### config.mk
export PLATFORM = sky130hd
export DESIGN_NAME = digit_command_frame_parser_top_flat
export DESIGN_NICKNAME = d
export VERILOG_FILES = /design/src/hw/rtl/dcfp_pkg.sv /design/src/hw/rtl/dcfp_if.sv /design/src/hw/rtl/digit_command_frame_parser_top.sv /design/src/hw/rtl/dcfp_parser.sv /design/src/hw/rtl/dcfp_reply.sv /design/src/flat_wrapper.sv
export SDC_FILE = /design/constraint.sdc
export NUM_CORES = 1
export LEC_CHECK = 0
export ABC_AREA = 1
export BUFFER_PORTS_ARGS = -buffer_cell sky130_fd_sc_hd__clkbuf_2
export CAP_MARGIN = 20
export CORE_ASPECT_RATIO = 1.5
export CORE_MARGIN = 2
export CORE_UTILIZATION = 55
export CTS_CLUSTER_DIAMETER = 50
export DETAILED_ROUTE_END_ITERATION = 16
export PLACE_DENSITY = 0.72
export RECOVER_POWER = 50
export SYNTH_ARGS = -nofsm -noshare
export SYNTH_HDL_FRONTEND = slang
export SYNTH_HIERARCHICAL = 1
export SYNTH_SLANG_ARGS = --single-unit
### constraint.sdc
create_clock -name clk -period 10 [get_ports clk]
set_clock_uncertainty 0.1 [all_clocks]
set_input_delay 2 -clock clk [delete_from_list [all_inputs] [get_ports clk]]
set_output_delay 2 -clock clk [all_outputs]
set_load 0.01 [all_outputs]
### src/hw/rtl/dcfp_pkg.sv
`timescale 1ns / 1ps
// ----------------------------------------------------------------------------
// dcfp_pkg
// Shared widths, character codes and types of the digit command frame parser.
// ----------------------------------------------------------------------------
package dcfp_pkg;

  localparam int BYTE_W   = 8;
  localparam int VALUE_W  = 14;
  localparam int DIGITS   = 4;
  localparam int ERR_LEN  = 5;
  localparam int FRAME_LEN = 6;
  localparam int IDX_W    = 3;

  localparam logic [BYTE_W-1:0] CHAR_BANG  = 8'h21;
  localparam logic [BYTE_W-1:0] CHAR_AT    = 8'h40;
  localparam logic [BYTE_W-1:0] CHAR_A     = 8'h61;
  localparam logic [BYTE_W-1:0] CHAR_SPACE = 8'h20;
  localparam logic [BYTE_W-1:0] CHAR_ZERO  = 8'd48;
  localparam logic [BYTE_W-1:0] CHAR_NINE  = 8'd57;

  localparam logic [IDX_W-1:0] LAST_IDX  = 3'(FRAME_LEN - 1);
  localparam logic [IDX_W-1:0] OK_LAST   = 3'(DIGITS - 1);
  localparam logic [IDX_W-1:0] ERR_LAST  = 3'(ERR_LEN - 1);

  typedef logic [BYTE_W-1:0]  byte_t;
  typedef logic [VALUE_W-1:0] value_t;

  typedef struct packed {
    logic                    load;
    logic                    ok;
    logic [DIGITS-1:0][BYTE_W-1:0] digits;
    value_t                  value;
  } reply_t;

  function automatic logic is_digit(input byte_t c);
    return (c >= CHAR_ZERO) && (c <= CHAR_NINE);
  endfunction

  function automatic byte_t err_char(input logic [IDX_W-1:0] pos);
    byte_t c;
    case (pos)
      3'd0:    c = 8'h45;
      3'd1:    c = 8'h72;
      3'd2:    c = 8'h72;
      3'd3:    c = 8'h6f;
      default: c = 8'h72;
    endcase
    return c;
  endfunction

endpackage

### src/hw/rtl/dcfp_if.sv
`timescale 1ns / 1ps
// ----------------------------------------------------------------------------
// dcfp channel interfaces
// Valid/ready channels for received bytes and for reply words.
// ----------------------------------------------------------------------------
interface dcfp_rx_if;
  logic                     valid;
  logic                     ready;
  logic [dcfp_pkg::BYTE_W-1:0] rx_byte;

  modport source (output valid, output rx_byte, input ready);
  modport sink   (input valid, input rx_byte, output ready);
endinterface

interface dcfp_tx_if;
  logic                        valid;
  logic                        ready;
  logic [dcfp_pkg::BYTE_W-1:0]  tx_byte;
  logic                        last;
  logic                        frame_ok;
  logic [dcfp_pkg::VALUE_W-1:0] display_value;

  modport source (output valid, output tx_byte, output last, output frame_ok,
                  output display_value, input ready);
  modport sink   (input valid, input tx_byte, input last, input frame_ok,
                  input display_value, output ready);
endinterface

### src/hw/rtl/digit_command_frame_parser_top.sv
`timescale 1ns / 1ps
// ----------------------------------------------------------------------------
// digit_command_frame_parser_top
// Parses "!@dddda" command frames from received bytes and replies per frame.
// ----------------------------------------------------------------------------
// Bytes are taken one per cycle while no reply run is pending. The byte that
// completes a frame starts a run of four digit-echo words (valid frame) or
// five "Error" words (invalid frame); the run leaves through the output
// register at one word per cycle while tx.ready does not hold it off, input
// is held off until the final word is in the output register, and the next
// byte is taken while that final word still waits there. display_value
// carries the held value after the frame was handled.
module digit_command_frame_parser_top (
  input  logic      clk,
  input  logic      rst,
  dcfp_rx_if.sink   rx,
  dcfp_tx_if.source tx
);
  import dcfp_pkg::*;

  reply_t reply;
  logic   busy;
  logic   accept;

  assign rx.ready = !busy;
  assign accept   = rx.valid && rx.ready;

  dcfp_parser u_parser (
    .clk     (clk),
    .rst     (rst),
    .accept  (accept),
    .rx_byte (rx.rx_byte),
    .reply   (reply)
  );

  dcfp_reply u_reply (
    .clk   (clk),
    .rst   (rst),
    .reply (reply),
    .busy  (busy),
    .tx    (tx)
  );

endmodule

### src/hw/rtl/dcfp_parser.sv
`timescale 1ns / 1ps
// ----------------------------------------------------------------------------
// dcfp_parser
// Start pair detection, frame capture, frame check and held value.
// ----------------------------------------------------------------------------
module dcfp_parser (
  input  logic             clk,
  input  logic             rst,
  input  logic             accept,
  input  dcfp_pkg::byte_t  rx_byte,
  output dcfp_pkg::reply_t reply
);
  import dcfp_pkg::*;

  byte_t                    prev_byte;
  logic                     capturing;
  logic [IDX_W-1:0]         capture_index;
  logic [DIGITS-1:0][BYTE_W-1:0] digit_store;
  value_t                   held_value;

  logic             restart;
  logic             cap_eff;
  logic [IDX_W-1:0] idx_eff;
  logic             complete;
  logic             frame_ok;
  logic [DIGITS-1:0][3:0] dval;
  value_t           value_next;

  assign restart  = (rx_byte == CHAR_AT) && (prev_byte == CHAR_BANG);
  assign cap_eff  = restart || capturing;
  assign idx_eff  = restart ? '0 : capture_index;
  assign complete = accept && cap_eff && (idx_eff == LAST_IDX);

  always_comb begin
    frame_ok = (rx_byte == CHAR_A);
    for (int i = 0; i < DIGITS; i++) begin
      if (!is_digit(digit_store[i])) frame_ok = 1'b0;
      dval[i] = 4'(digit_store[i] - CHAR_ZERO);
    end
    value_next = VALUE_W'(dval[0]) * VALUE_W'(1000) + VALUE_W'(dval[1]) * VALUE_W'(100)
               + VALUE_W'(dval[2]) * VALUE_W'(10) + VALUE_W'(dval[3]);
  end

  always_ff @(posedge clk) begin
    if (rst) begin
      prev_byte     <= CHAR_SPACE;
      capturing     <= 1'b0;
      capture_index <= '0;
      held_value    <= '0;
      reply.load    <= 1'b0;
    end else begin
      reply.load <= complete;
      if (complete) begin
        reply.ok     <= frame_ok;
        reply.digits <= digit_store;
        reply.value  <= frame_ok ? value_next : held_value;
      end
      if (accept) begin
        if (!cap_eff) begin
          prev_byte <= rx_byte;
        end else if (idx_eff == LAST_IDX) begin
          capturing     <= 1'b0;
          capture_index <= '0;
          prev_byte     <= CHAR_SPACE;
          if (frame_ok) held_value <= value_next;
        end else begin
          capturing     <= 1'b1;
          capture_index <= idx_eff + 3'd1;
          prev_byte     <= rx_byte;
        end
      end
    end
  end

  // digit bytes sit at frame positions one to four
  always_ff @(posedge clk) begin
    if (accept && cap_eff && (idx_eff != '0) && (idx_eff != LAST_IDX)) begin
      digit_store[2'(idx_eff - 3'd1)] <= rx_byte;
    end
  end

endmodule

### src/hw/rtl/dcfp_reply.sv
`timescale 1ns / 1ps
// ----------------------------------------------------------------------------
// dcfp_reply
// Holds one reply run; a word per cycle enters the output register when free.
// ----------------------------------------------------------------------------
module dcfp_reply (
  input  logic             clk,
  input  logic             rst,
  input  dcfp_pkg::reply_t reply,
  output logic             busy,
  dcfp_tx_if.source        tx
);
  import dcfp_pkg::*;

  logic                     run_active;
  logic                     run_ok;
  logic [DIGITS-1:0][BYTE_W-1:0] run_digits;
  value_t                   run_value;
  logic [IDX_W-1:0]         pos;

  logic  out_free;
  logic  word_last;
  byte_t word_byte;

  assign busy      = run_active || reply.load;
  assign out_free  = !tx.valid || tx.ready;
  assign word_last = run_ok ? (pos == OK_LAST) : (pos == ERR_LAST);
  assign word_byte = run_ok ? run_digits[pos[1:0]] : err_char(pos);

  always_ff @(posedge clk) begin
    if (rst) begin
      run_active <= 1'b0;
      tx.valid   <= 1'b0;
    end else begin
      if (reply.load) begin
        run_active <= 1'b1;
      end else if (run_active && out_free && word_last) begin
        run_active <= 1'b0;
      end
      if (run_active && out_free) begin
        tx.valid <= 1'b1;
      end else if (tx.ready) begin
        tx.valid <= 1'b0;
      end
    end
  end

  always_ff @(posedge clk) begin
    if (reply.load) begin
      run_ok     <= reply.ok;
      run_digits <= reply.digits;
      run_value  <= reply.value;
      pos        <= '0;
    end else if (run_active && out_free) begin
      pos <= pos + 3'd1;
    end
    if (run_active && out_free) begin
      tx.tx_byte       <= word_byte;
      tx.last          <= word_last;
      tx.frame_ok      <= run_ok;
      tx.display_value <= run_value;
    end
  end

endmodule
### src/flat_wrapper.sv
// flat-port wrapper written by rule: the top's interface ports become plain ports
module digit_command_frame_parser_top_flat import dcfp_pkg::*;
  (clk, rst, rx_valid, rx_rx_byte, rx_ready, tx_valid, tx_tx_byte, tx_last, tx_frame_ok, tx_display_value, tx_ready);
  dcfp_rx_if rx_i ();
  dcfp_tx_if tx_i ();
  input  logic clk;
  input  logic rst;
  input wire logic [$bits(rx_i.valid)-1:0] rx_valid;
  input wire logic [$bits(rx_i.rx_byte)-1:0] rx_rx_byte;
  output wire logic [$bits(rx_i.ready)-1:0] rx_ready;
  output wire logic [$bits(tx_i.valid)-1:0] tx_valid;
  output wire logic [$bits(tx_i.tx_byte)-1:0] tx_tx_byte;
  output wire logic [$bits(tx_i.last)-1:0] tx_last;
  output wire logic [$bits(tx_i.frame_ok)-1:0] tx_frame_ok;
  output wire logic [$bits(tx_i.display_value)-1:0] tx_display_value;
  input wire logic [$bits(tx_i.ready)-1:0] tx_ready;
  assign rx_i.valid = rx_valid;
  assign rx_i.rx_byte = rx_rx_byte;
  assign rx_ready = rx_i.ready;
  assign tx_valid = tx_i.valid;
  assign tx_tx_byte = tx_i.tx_byte;
  assign tx_last = tx_i.last;
  assign tx_frame_ok = tx_i.frame_ok;
  assign tx_display_value = tx_i.display_value;
  assign tx_i.ready = tx_ready;
  digit_command_frame_parser_top u_core (.clk(clk), .rst(rst), .rx(rx_i), .tx(tx_i));
endmodule
==> flow_summary.yaml, run 1 <==
run_status:
  status: "finished, violations left"
  violations: "capacitance limit, slew limit"
timing:
  tightestPinTransition_ps: 2496
  hold_ws_ps: 312.5
  fin_crit_ps: 5435
  slew_violations: 50
  finalCritPeriodShare_pct: 54.35
  finalWorstSetupSlack_ps: 4565
  tns_ps: 0
  slew_headroom_pct: -66.43
  setup_viol: 0
  grt_setup_unrepaired: "false"
  hold_violations: 0
  fmax_ghz: 0.1840
die:
  dieArea_um2: 16570
  initial_core_util_pct: 56.43
  die_w_um: 105.8
  die_h_um: 156.6
  num_rows: 55
  core_region_area_um2: 15140
  io-pin-count: 38
yosys:
  synthCells: 772
  synth_top_area_share_pct: 52.72
  synth.net_count: 863
  ys.warnings.count: 6
  synth.ff_latch_count: 182
  yosysTopAreaCell: "edfxtp_1"
  netlist_area_um2: 8543
  synth.area.top_cells: "edfxtp_1, nand2_1, ha_1, dfxtp_1, inv_1"
  seq_area_frac_synth_pct: 60.22
  synth.distinct_cells: 40
  avgSynthCellArea_um2: 11.07
clock_tree:
  cts-resized-gates: 0
  clkSlewWorstSetupHoldPaths_ps: 60
  postCtsHoldBufs: 0
  cts_made_buffers: 17
  clk_latency_ps: 420
  cts_max_level: 4
  post-cts-setup-buffer-count: 0
  cts.sinks: 182
  cts_root_buf: "clkbuf_16"
  clock_path_buffers: 2
  cts_tree: "done"
cells_and_area:
  final_util_pct: 62.70
  regArea_um2: 5145
  drive_gt1_share_pct: 9.558
  diodes: 0
  multi_input_comb_area_um2: 2923
  fin_nets: 915
  nFillCells: 1151
  fin_cells: 1036
  design_area_um2: 9493
  syn_to_final_growth_pct: 11.12
pwr:
  p_per_area_nw_per_um2: 155.5
  power_mw: 1.476
  p_leak_nw: 4.062
  ir_drop_mv: 0.1228
placement:
  dpl_cell_area_um2: 8926
  dpl.hpwl_um: 11120
  place_congestion: 0.9058
  numPortBuffers: 37
  dp.cells: 1002
  dp_slack_ps: 5226
global_route:
  grt.total_usage_pct: 19.66
  grt_pass1_vias: 5326
  overflow: 0
  antenna_found_initial: 0
  grt_pass1_wl_um: 25210
  grt_max_degree: 57
worst_setup_path:
  criticalPathCategory: "flop to output port"
  startpoint_type: "flop"
  slowest_delay_ps: 1760
  crit_path_start: "u_core/u_parser/reply[47]$_SDFF_PP0_"
  crit_slowest_cell: "clkbuf_1"
  critical_path_required_ps: 7900
  cp_cell_sequence: "clkbuf_1 > inv_1 > nand2_1 > inv_1 > clkbuf_2"
  crit_path_frequent_cell: "inv_1"
  crit_family: "buffers and inverters"
  path_buf_inv: 4
  end_kind: "output port"
  reg2reg_from: "u_core/u_parser/digit_store[2]$_DFFE_PP_"
  critPathMaxFanout: 49
  critPathArrivalTime_ps: 3340
route:
  wirelength_um: 15630
  postRouteAntennaNets: 0
  drc: 0
  firstDrtPassIters: 5
  drt_iter0_drc: 309
  dr_total_vias: 5381
  wl_per_cell_um: 15.09
  via_per_inst: 5.194
min_path:
  min_from: "u_core/u_parser/reply[18]$_DFFE_PP_"
  hold_class: "flop to flop"
flow_run:
  maxCapViolCount: 1
## layout make-up
class / count / area share, %
Sequential cell: 182 / 54.20
Multi-Input combinational cell: 475 / 30.79
Clock buffer: 17 / 4.481
Inverter: 107 / 4.257
Tap cell: 199 / 2.623
Timing Repair Buffer: 41 / 2.069
Clock inverter: 15 / 1.582
## power by group
| part | switching (mW) | internal [mW] | leakage (nW) |
|---|---|---|---|
| registers | 0.00131 | 0.812 | 1.58 |
| logic | 0.0128 | 0.00463 | 2.19 |
| clock network | 0.275 | 0.370 | 0.286 |
## Yosys cell counts (all sizes together)
cell type	number
a21o	2
a21oi	22
a31oi	2
and2	2
buf	5
clkbuf	3
clkinv	2
dfxtp	32
edfxtp	150
fa	17
ha	62
inv	105
nand2	213
nand3	49
nand3b	4
nand4	8
nor2	49
nor3	13
o21a	1
o21ai	17
o21bai	1
or2	1
xnor2	8
xor2	4
## per-layer routing
metal	part of all wire (%)	GRT usage [%]	up-vias
met3	4.0	3.832	36
met1	39	21.78	2514
li1	-	-	2661
met4	2.8	8.897	0
met2	54	36.22	170
met5	0	0	-
## cell usage in the layout (no fill, tap or decap), drive strengths merged, types with 8 or more instances in the layout
| master | netlist | layout |
|---|---|---|
| nand2 | 213 | 213 |
| nor3 | 13 | 13 |
| ha | 62 | 62 |
| inv | 105 | 109 |
| nand4 | 8 | 8 |
| xnor2 | 8 | 8 |
| o21ai | 17 | 17 |
| nand3 | 49 | 49 |
| edfxtp | 150 | 150 |
| nor2 | 49 | 49 |
| dfxtp | 32 | 32 |
| fa | 17 | 17 |
| a21oi | 22 | 22 |
| clkbuf | 3 | 56 |
| clkinv | 2 | 9 |
## logic make-up (layout without fill, tap and decap cells)
family,count (synthesis),after routing,synth area share [%]
adder cells (fa/ha/maj),79,79,13.06
XOR/XNOR,12,12,1.230
AO/OA/AOI/OAI,45,45,2.827
AND/OR/NAND/NOR,339,339,17.09
buffers and inverters,115,180,5.565
flip-flops,182,182,60.22
## flip-flops by register name, indices dropped and copies added (netlist names), 3 cells and up
register and cells:
u_core/u_parser/reply 48, u_core/u_parser/digit_store 32, u_core/u_reply/run_digits 32, u_core/u_parser/held_value 14
u_core/u_reply/run_value 14, u_core/u_reply/tx.display_value 14, u_core/u_parser/prev_byte 8, u_core/u_reply/tx.tx_byte 8
u_core/u_parser/capture_index 3, u_core/u_reply/pos 3
## worst register-to-register path, stage by stage, from the launching register on
cell and delay, ps:
edfxtp_1 530, fa_1 620, inv_1 100, fa_1 500
inv_1 40, ha_1 340, nand2_1 80, o21ai_0 270
xor2_1 170, inv_1 60, ha_1 300, ha_1 310
ha_1 360, nand2_1 120, inv_1 50, a21oi_1 230
nand3_1 110, nand2_1 80, nand3_1 90, and2_1 160
## worst paths after layout
| kind | to | cells after the start | slack [ps] |
|---|---|---|---|
| hold reg to reg | u_core/u_reply/run_digits[4]$_DFFE_PP_ | 0 | 310 |
| setup reg to reg | u_core/u_parser/reply[12]$_DFFE_PP_ | 19 | 5150 |
| setup / recovery | rx_ready | 5 | 4560 |
| hold / removal | u_core/u_reply/run_digits[4]$_DFFE_PP_ | 0 | 310 |
Power figures use the tool's default switching activity.
==> inputs of run 2 (changes only) <==
--- a/config.mk
+++ b/config.mk
@@ -13,7 +13,7 @@
 export CORE_UTILIZATION = 55
 export CTS_CLUSTER_DIAMETER = 50
 export DETAILED_ROUTE_END_ITERATION = 16
-export PLACE_DENSITY = 0.72
+export PLACE_DENSITY = 0.75
 export RECOVER_POWER = 50
 export SYNTH_ARGS = -nofsm -noshare
 export SYNTH_HDL_FRONTEND = slang
==> constraint.sdc (replaced) <==
create_clock -name clk -period 4.63 [get_ports clk]
set_clock_uncertainty 0.1 [all_clocks]
set_input_delay 0.926 -clock clk [delete_from_list [all_inputs] [get_ports clk]]
set_output_delay 0.926 -clock clk [all_outputs]
set_load 0.01 [all_outputs]
==> run 2 against run 1 <==
Against the previous run:
- the flow still finishes with violations (capacitance limit, slew limit)
- sequential share of layout area is 0.33 points lower
- cell area is 0.62% higher
- highest routed layer unchanged
- die area stayed put
- total power is 110% higher
- worst setup slack worse by 4400 ps
- clock power is 110% higher
==> flow_summary.yaml, run 2 (same netlist as run 1, synthesis figures left out) <==
cells_and_area:
  design_area_um2: 9552
  layout_common_cells: "nand2_1, edfxtp_1, inv_1"
  syn_to_final_growth_pct: 11.80
  drive_gt1_share_pct: 10.45
  largestRegisters: "u_core/u_parser/reply: 48 flops, u_core/u_parser/digit_store: 32 flops, u_core/u_reply/run_digits: 32 flops"
  regArea_um2: 5145
  multi_input_comb_area_um2: 2964
  largest_register_ffs: 48
  diodes: 0
  fin_nets: 920
  nFillCells: 1165
  fin_cells: 1041
  layout_commonest_cell: "nand2_1"
  regMostFlops: "u_core/u_parser/reply"
pwr:
  p_leak_nw: 4.067
  p_per_area_nw_per_um2: 329.3
  ir_drop_mv: 0.2022
  intPower_mw: 2.512
  power_mw: 3.146
  swShare_pct: 20.15
  clkPwrFrac_pct: 43.0
  p_switching_uw: 634.0
  p_seq_share_pct: 55.8
  combinationalPowerShare_pct: 1.2
die:
  core_region_area_um2: 15140
  num_rows: 55
  dieArea_um2: 16570
  die_h_um: 156.6
  io-pin-count: 38
  initial_core_util_pct: 56.43
  die_w_um: 105.8
timing:
  finalCritPeriodShare_pct: 95.59
  setup_viol: 0
  fmax_ghz: 0.2260
  slew_violations: 49
  hold_violations: 0
  grt_setup_unrepaired: "false"
  slew_headroom_pct: -55.96
  tightestPinTransition_ps: 2339
  fin_crit_ps: 4426
  tns_ps: 0
clock_tree:
  cts_made_buffers: 17
  clk_latency_ps: 420
  cts_tree: "done"
  cts_max_level: 4
  clkSlewWorstSetupHoldPaths_ps: 70
  cts_root_buf: "clkbuf_16"
  clock_path_buffers: 2
  cts.sinks: 182
route:
  wirelength_um: 15020
  dr_total_vias: 5416
  wl_per_cell_um: 14.43
  drc: 0
  firstDrtPassIters: 5
  via_per_inst: 5.203
  postRouteAntennaNets: 0
  drt_iter0_drc: 345
worst_setup_path:
  startpoint_type: "flop"
  critPathMaxFanout: 5
  criticalPathCategory: "flop to flop"
  crit_path_start: "u_core/u_parser/digit_store[3]$_DFFE_PP_"
  critPathArrivalTime_ps: 4510
  reg2reg_from: "u_core/u_parser/digit_store[3]$_DFFE_PP_"
  crit_slowest_cell: "fa_1"
  cp_cell_sequence: "fa_1 > inv_1 > fa_1 > ha_1 > a21oi_1 > o21ai_2 > xor2_1 > inv_1 > ha_1 > ha_1 > ha_4 > nand2_1 > nor2_2 > nand3_1 > nand3_1 > inv_1 > nand3_1 > nand3_1 > and2_1"
  critical_path_required_ps: 4720
  path_buf_inv: 3
  rrSetupSlack_ps: 200
  crit_family: "adder cells"
  crit_path_frequent_cell: "nand3_1"
  slowest_delay_ps: 590
  end_kind: "flop"
placement:
  dpl_cell_area_um2: 8971
  place_congestion: 0.9276
  numPortBuffers: 37
  dp.cells: 1008
  dpl.hpwl_um: 10880
global_route:
  grt_max_degree: 57
  antenna_found_initial: 0
  overflow: 0
  grt_pass1_wl_um: 24360
  grt_pass1_vias: 5328
  grt.total_usage_pct: 18.85
min_path:
  hold_class: "flop to flop"
  min_from: "u_core/u_parser/reply[27]$_DFFE_PP_"
run_status:
  status: "finished, violations left"
  violations: "capacitance limit, slew limit"
flow_run:
  maxCapViolCount: 1
-- run 2: area by class of cell --
| cell class | count | area share, % |
|---|---|---|
| inverters | 107 | 4.231 |
| repair buffers | 46 | 2.450 |
| clock inverters | 13 | 1.284 |
| multi-input cells | 475 | 31.03 |
| flip-flops and latches | 182 | 53.86 |
| clock buffers | 19 | 4.532 |
| well taps | 199 | 2.607 |
-- run 2: path summary, 6_finish.rpt --
| kind | end | depth (start not counted) |
|---|---|---|
| min | u_core/u_reply/run_digits[13]$_DFFE_PP_ | 0 |
| min reg2reg | u_core/u_reply/run_digits[13]$_DFFE_PP_ | 0 |
| max reg2reg | u_core/u_parser/reply[13]$_DFFE_PP_ | 19 |
| max | u_core/u_parser/reply[13]$_DFFE_PP_ | 19 |
-- run 2: layer usage --
metal  vias up  wire (um)  GRT usage [%]
met3        32        643          3.499
li1       2665          -              -
met4         0        410          7.957
met2       165       8227          35.33
met5         -          0              0
met1      2554       5737          20.71
-- run 2: what timing repair did --
| action | 4_1_cts | 5_1_grt |
|---|---|---|
| gates resized for setup | 1 | 7 |
| buffers inserted | 0 | 1 |
| hold endpoints to repair | 0 | 0 |
| pin swaps | 0 | 1 |
| endpoints found under the setup margin | 1 | 10 |
| hold buffers | 0 | 0 |
-- run 2: power by group through the flow --
stage	clock (mW)	sequential, mW	combinational (mW)
finish	1.35	1.76	0.0372
global route	1.43	1.76	0.0409
CTS	1.38	1.76	0.0383
detailed placement	0	1.79	0.0381
global placement	0	1.79	0.0367
floorplan	0	1.79	0.0198
-- run 2: per-stage QoR --
stage	setup slack [ps]	hold slack [ps]	utilization, %
2_1_floorplan	204.7	300.3	-
3_3_place_gp	93.78	301.4	59.26
3_5_place_dp	7.269	304.5	59.26
4_1_cts	25.94	311.5	62.93
5_1_grt	2.704	314.3	63.09
6_report	204.4	310.8	63.09
==> inputs of run 3 (changes only) <==
--- a/config.mk
+++ b/config.mk
@@ -6,15 +6,15 @@
 export NUM_CORES = 1
 export LEC_CHECK = 0
 export ABC_AREA = 1
+export ABC_CLOCK_PERIOD_IN_PS = 4630
 export BUFFER_PORTS_ARGS = -buffer_cell sky130_fd_sc_hd__clkbuf_2
 export CAP_MARGIN = 20
 export CORE_ASPECT_RATIO = 1.5
 export CORE_MARGIN = 2
-export CORE_UTILIZATION = 55
+export CORE_UTILIZATION = 56
 export CTS_CLUSTER_DIAMETER = 50
 export DETAILED_ROUTE_END_ITERATION = 16
-export PLACE_DENSITY = 0.75
-export RECOVER_POWER = 50
+export PLACE_DENSITY = 0.76
 export SYNTH_ARGS = -nofsm -noshare
 export SYNTH_HDL_FRONTEND = slang
 export SYNTH_HIERARCHICAL = 1
==> run 3 against run 2 <==
Against the previous run:
- the flow now finishes without violations
- hold slack about the same
- register-to-register slack barely moved
- core utilization grew 0.85 points
- clock power hardly changed
- worst setup slack about the same
- total power up 0.27%
- final cell count did not move
- sequential power is essentially flat
- count of clock-buffer cells in the layout fell by 2
- fmax about the same
- largest cell class unchanged
- highest routed layer unchanged
==> flow_summary.yaml, run 3 (same netlist as run 1, synthesis figures left out) <==
worst_setup_path:
  reg2reg_from: "u_core/u_parser/digit_store[2]$_DFFE_PP_"
  rrSetupSlack_ps: 200
  critPathMaxFanout: 7
  end_kind: "flop"
  critPathArrivalTime_ps: 4500
  r2r-end: "u_core/u_parser/reply[11]$_DFFE_PP_"
  critical_path_required_ps: 4710
  startpoint_type: "flop"
  reg2reg_depth: 16
  criticalPathCategory: "flop to flop"
route:
  via_per_inst: 5.124
  drt_iter0_drc: 243
  wl_per_cell_um: 14.12
  firstDrtPassIters: 5
  dr_total_vias: 5334
  drc: 0
  wirelength_um: 14700
  postRouteAntennaNets: 0
cells_and_area:
  fin_nets: 920
  drive_gt1_share_pct: 12.35
  syn_to_final_growth_pct: 12.29
  regMostFlops: "u_core/u_parser/reply"
  largestRegisters: "u_core/u_parser/reply: 48 flops, u_core/u_parser/digit_store: 32 flops, u_core/u_reply/run_digits: 32 flops"
  diodes: 0
  largest_register_ffs: 48
  layout_common_cells: "nand2_1, edfxtp_1, inv_1"
  layout_commonest_cell: "nand2_1"
clock_tree:
  cts_tree: "done"
  postCtsHoldBufs: 0
  cts_root_buf: "clkbuf_16"
  clk_latency_ps: 420
  cts_made_buffers: 17
  cts-resized-gates: 0
  clock_path_buffers: 2
  clkSlewWorstSetupHoldPaths_ps: 80
  cts.sinks: 182
  cts_max_level: 4
  post-cts-setup-buffer-count: 0
timing:
  setup_viol: 0
  slew_headroom_pct: 34.26
  tns_ps: 0
  hold_violations: 0
  hold_ws_ps: 311.1
  tightestPinTransition_ps: 985.0
  slew_violations: 0
  fin_crit_ps: 4426
  fmax_ghz: 0.2260
  finalCritPeriodShare_pct: 95.59
die:
  initial_core_util_pct: 56.95
  num_rows: 55
  io-pin-count: 38
  die_h_um: 155.3
  core_region_area_um2: 15000
  dieArea_um2: 16280
  die_w_um: 104.9
placement:
  numPortBuffers: 37
  place_congestion: 0.8697
  dpl.hpwl_um: 10770
run_status:
  status: "complete, no violations"
pwr:
  p_per_area_nw_per_um2: 328.8
  ir_drop_mv: 0.2316
  intPower_mw: 2.475
  swShare_pct: 21.52
  combinationalPowerShare_pct: 1.2
  p_seq_share_pct: 55.7
  p_switching_uw: 678.9
  clkPwrFrac_pct: 43.1
  p_leak_nw: 4.103
global_route:
  grt_pass1_vias: 5269
  overflow: 0
  antenna_found_initial: 0
  grt_pass1_wl_um: 24200
  grt_max_degree: 57
  grt.total_usage_pct: 18.99
flow_run:
  maxCapViolCount: 0
min_path:
  worstHoldPathCells: 0
  hold_class: "flop to flop"
  min_from: "u_core/u_parser/reply[21]$_DFFE_PP_"
  whs_endpoint: "u_core/u_reply/run_digits[7]$_DFFE_PP_"
[run 3: cell count changes in the layout (fill, tap and decap cells not counted), moves of 2 or more]
cell	change
clkbuf_1	-13
inv_8	+4
buf_4	+2
clkinv_4	-3
clkinvlp_4	+2
clkbuf_2	+9
[run 3: per-layer routing]
metal	share of wire, %	up-vias	track usage, %
met2	55	103	34.72
met1	39	2528	21.40
li1	-	2667	-
met5	0	-	0
met3	3.1	36	3.477
met4	3.1	0	8.698
[run 3: stage by stage]
step | util (%) | instances | instance area [um2] | power (mW) | setup slack [ps]
global placement | 59.85 | 1009 | 8979 | 1.830 | 138.0
floorplan | - | 772 | 8543 | 1.811 | 204.7
global route | 63.94 | 1041 | 9593 | 3.248 | -30.21
finish | 63.94 | 1041 | 9593 | 3.154 | 204.4
CTS | 63.60 | 1041 | 9542 | 3.173 | 42.08
detailed placement | 59.85 | 1009 | 8979 | 1.831 | 51.23
[run 3: worst max-delay path, stage by stage (launching register included)]
cell	delay, ps
edfxtp_1	430
buf_4	190
ha_1	290
fa_1	540
inv_1	70
fa_1	530
inv_1	50
fa_1	430
ha_1	310
ha_1	380
a21oi_1	290
nor2_1	70
nor2_1	130
nand2_1	70
nand2_1	60
nand2_1	60
o21a_1	180
[run 3: worst max path at each step]
stage	endpoint	from	slack [ps]	cells past startpoint
floorplan	u_core/u_parser/reply[13]$_DFFE_PP_	u_core/u_parser/digit_store[2]$_DFFE_PP_	200	20
global placement	u_core/u_parser/reply[13]$_DFFE_PP_	u_core/u_parser/digit_store[1]$_DFFE_PP_	140	20
detailed placement	u_core/u_parser/reply[13]$_DFFE_PP_	u_core/u_parser/digit_store[1]$_DFFE_PP_	50	20
CTS	u_core/u_parser/reply[13]$_DFFE_PP_	u_core/u_parser/digit_store[1]$_DFFE_PP_	40	20
global route	u_core/u_parser/reply[13]$_DFFE_PP_	u_core/u_parser/digit_store[2]$_DFFE_PP_	-30	19
finish	u_core/u_parser/reply[11]$_DFFE_PP_	u_core/u_parser/digit_store[2]$_DFFE_PP_	200	16
[run 3: final cells by class]
class / instances / area, um2
clock buffers: 17 / 425.4
fillers: 1180 / 5409
repair buffers: 46 / 252.7
multi-input cells: 475 / 2974
inverters: 107 / 407.9
clock inverters: 15 / 137.6
well taps: 199 / 249.0
flip-flops and latches: 182 / 5146
[run 3: power by group through the flow]
stage               sequential (mW)  clock, mW  combinational (mW)
detailed placement             1.79          0              0.0386
global placement               1.79          0              0.0379
finish                         1.76       1.36              0.0381
floorplan                      1.79          0              0.0198
global route                   1.76       1.45              0.0433
CTS                            1.76       1.38              0.0387
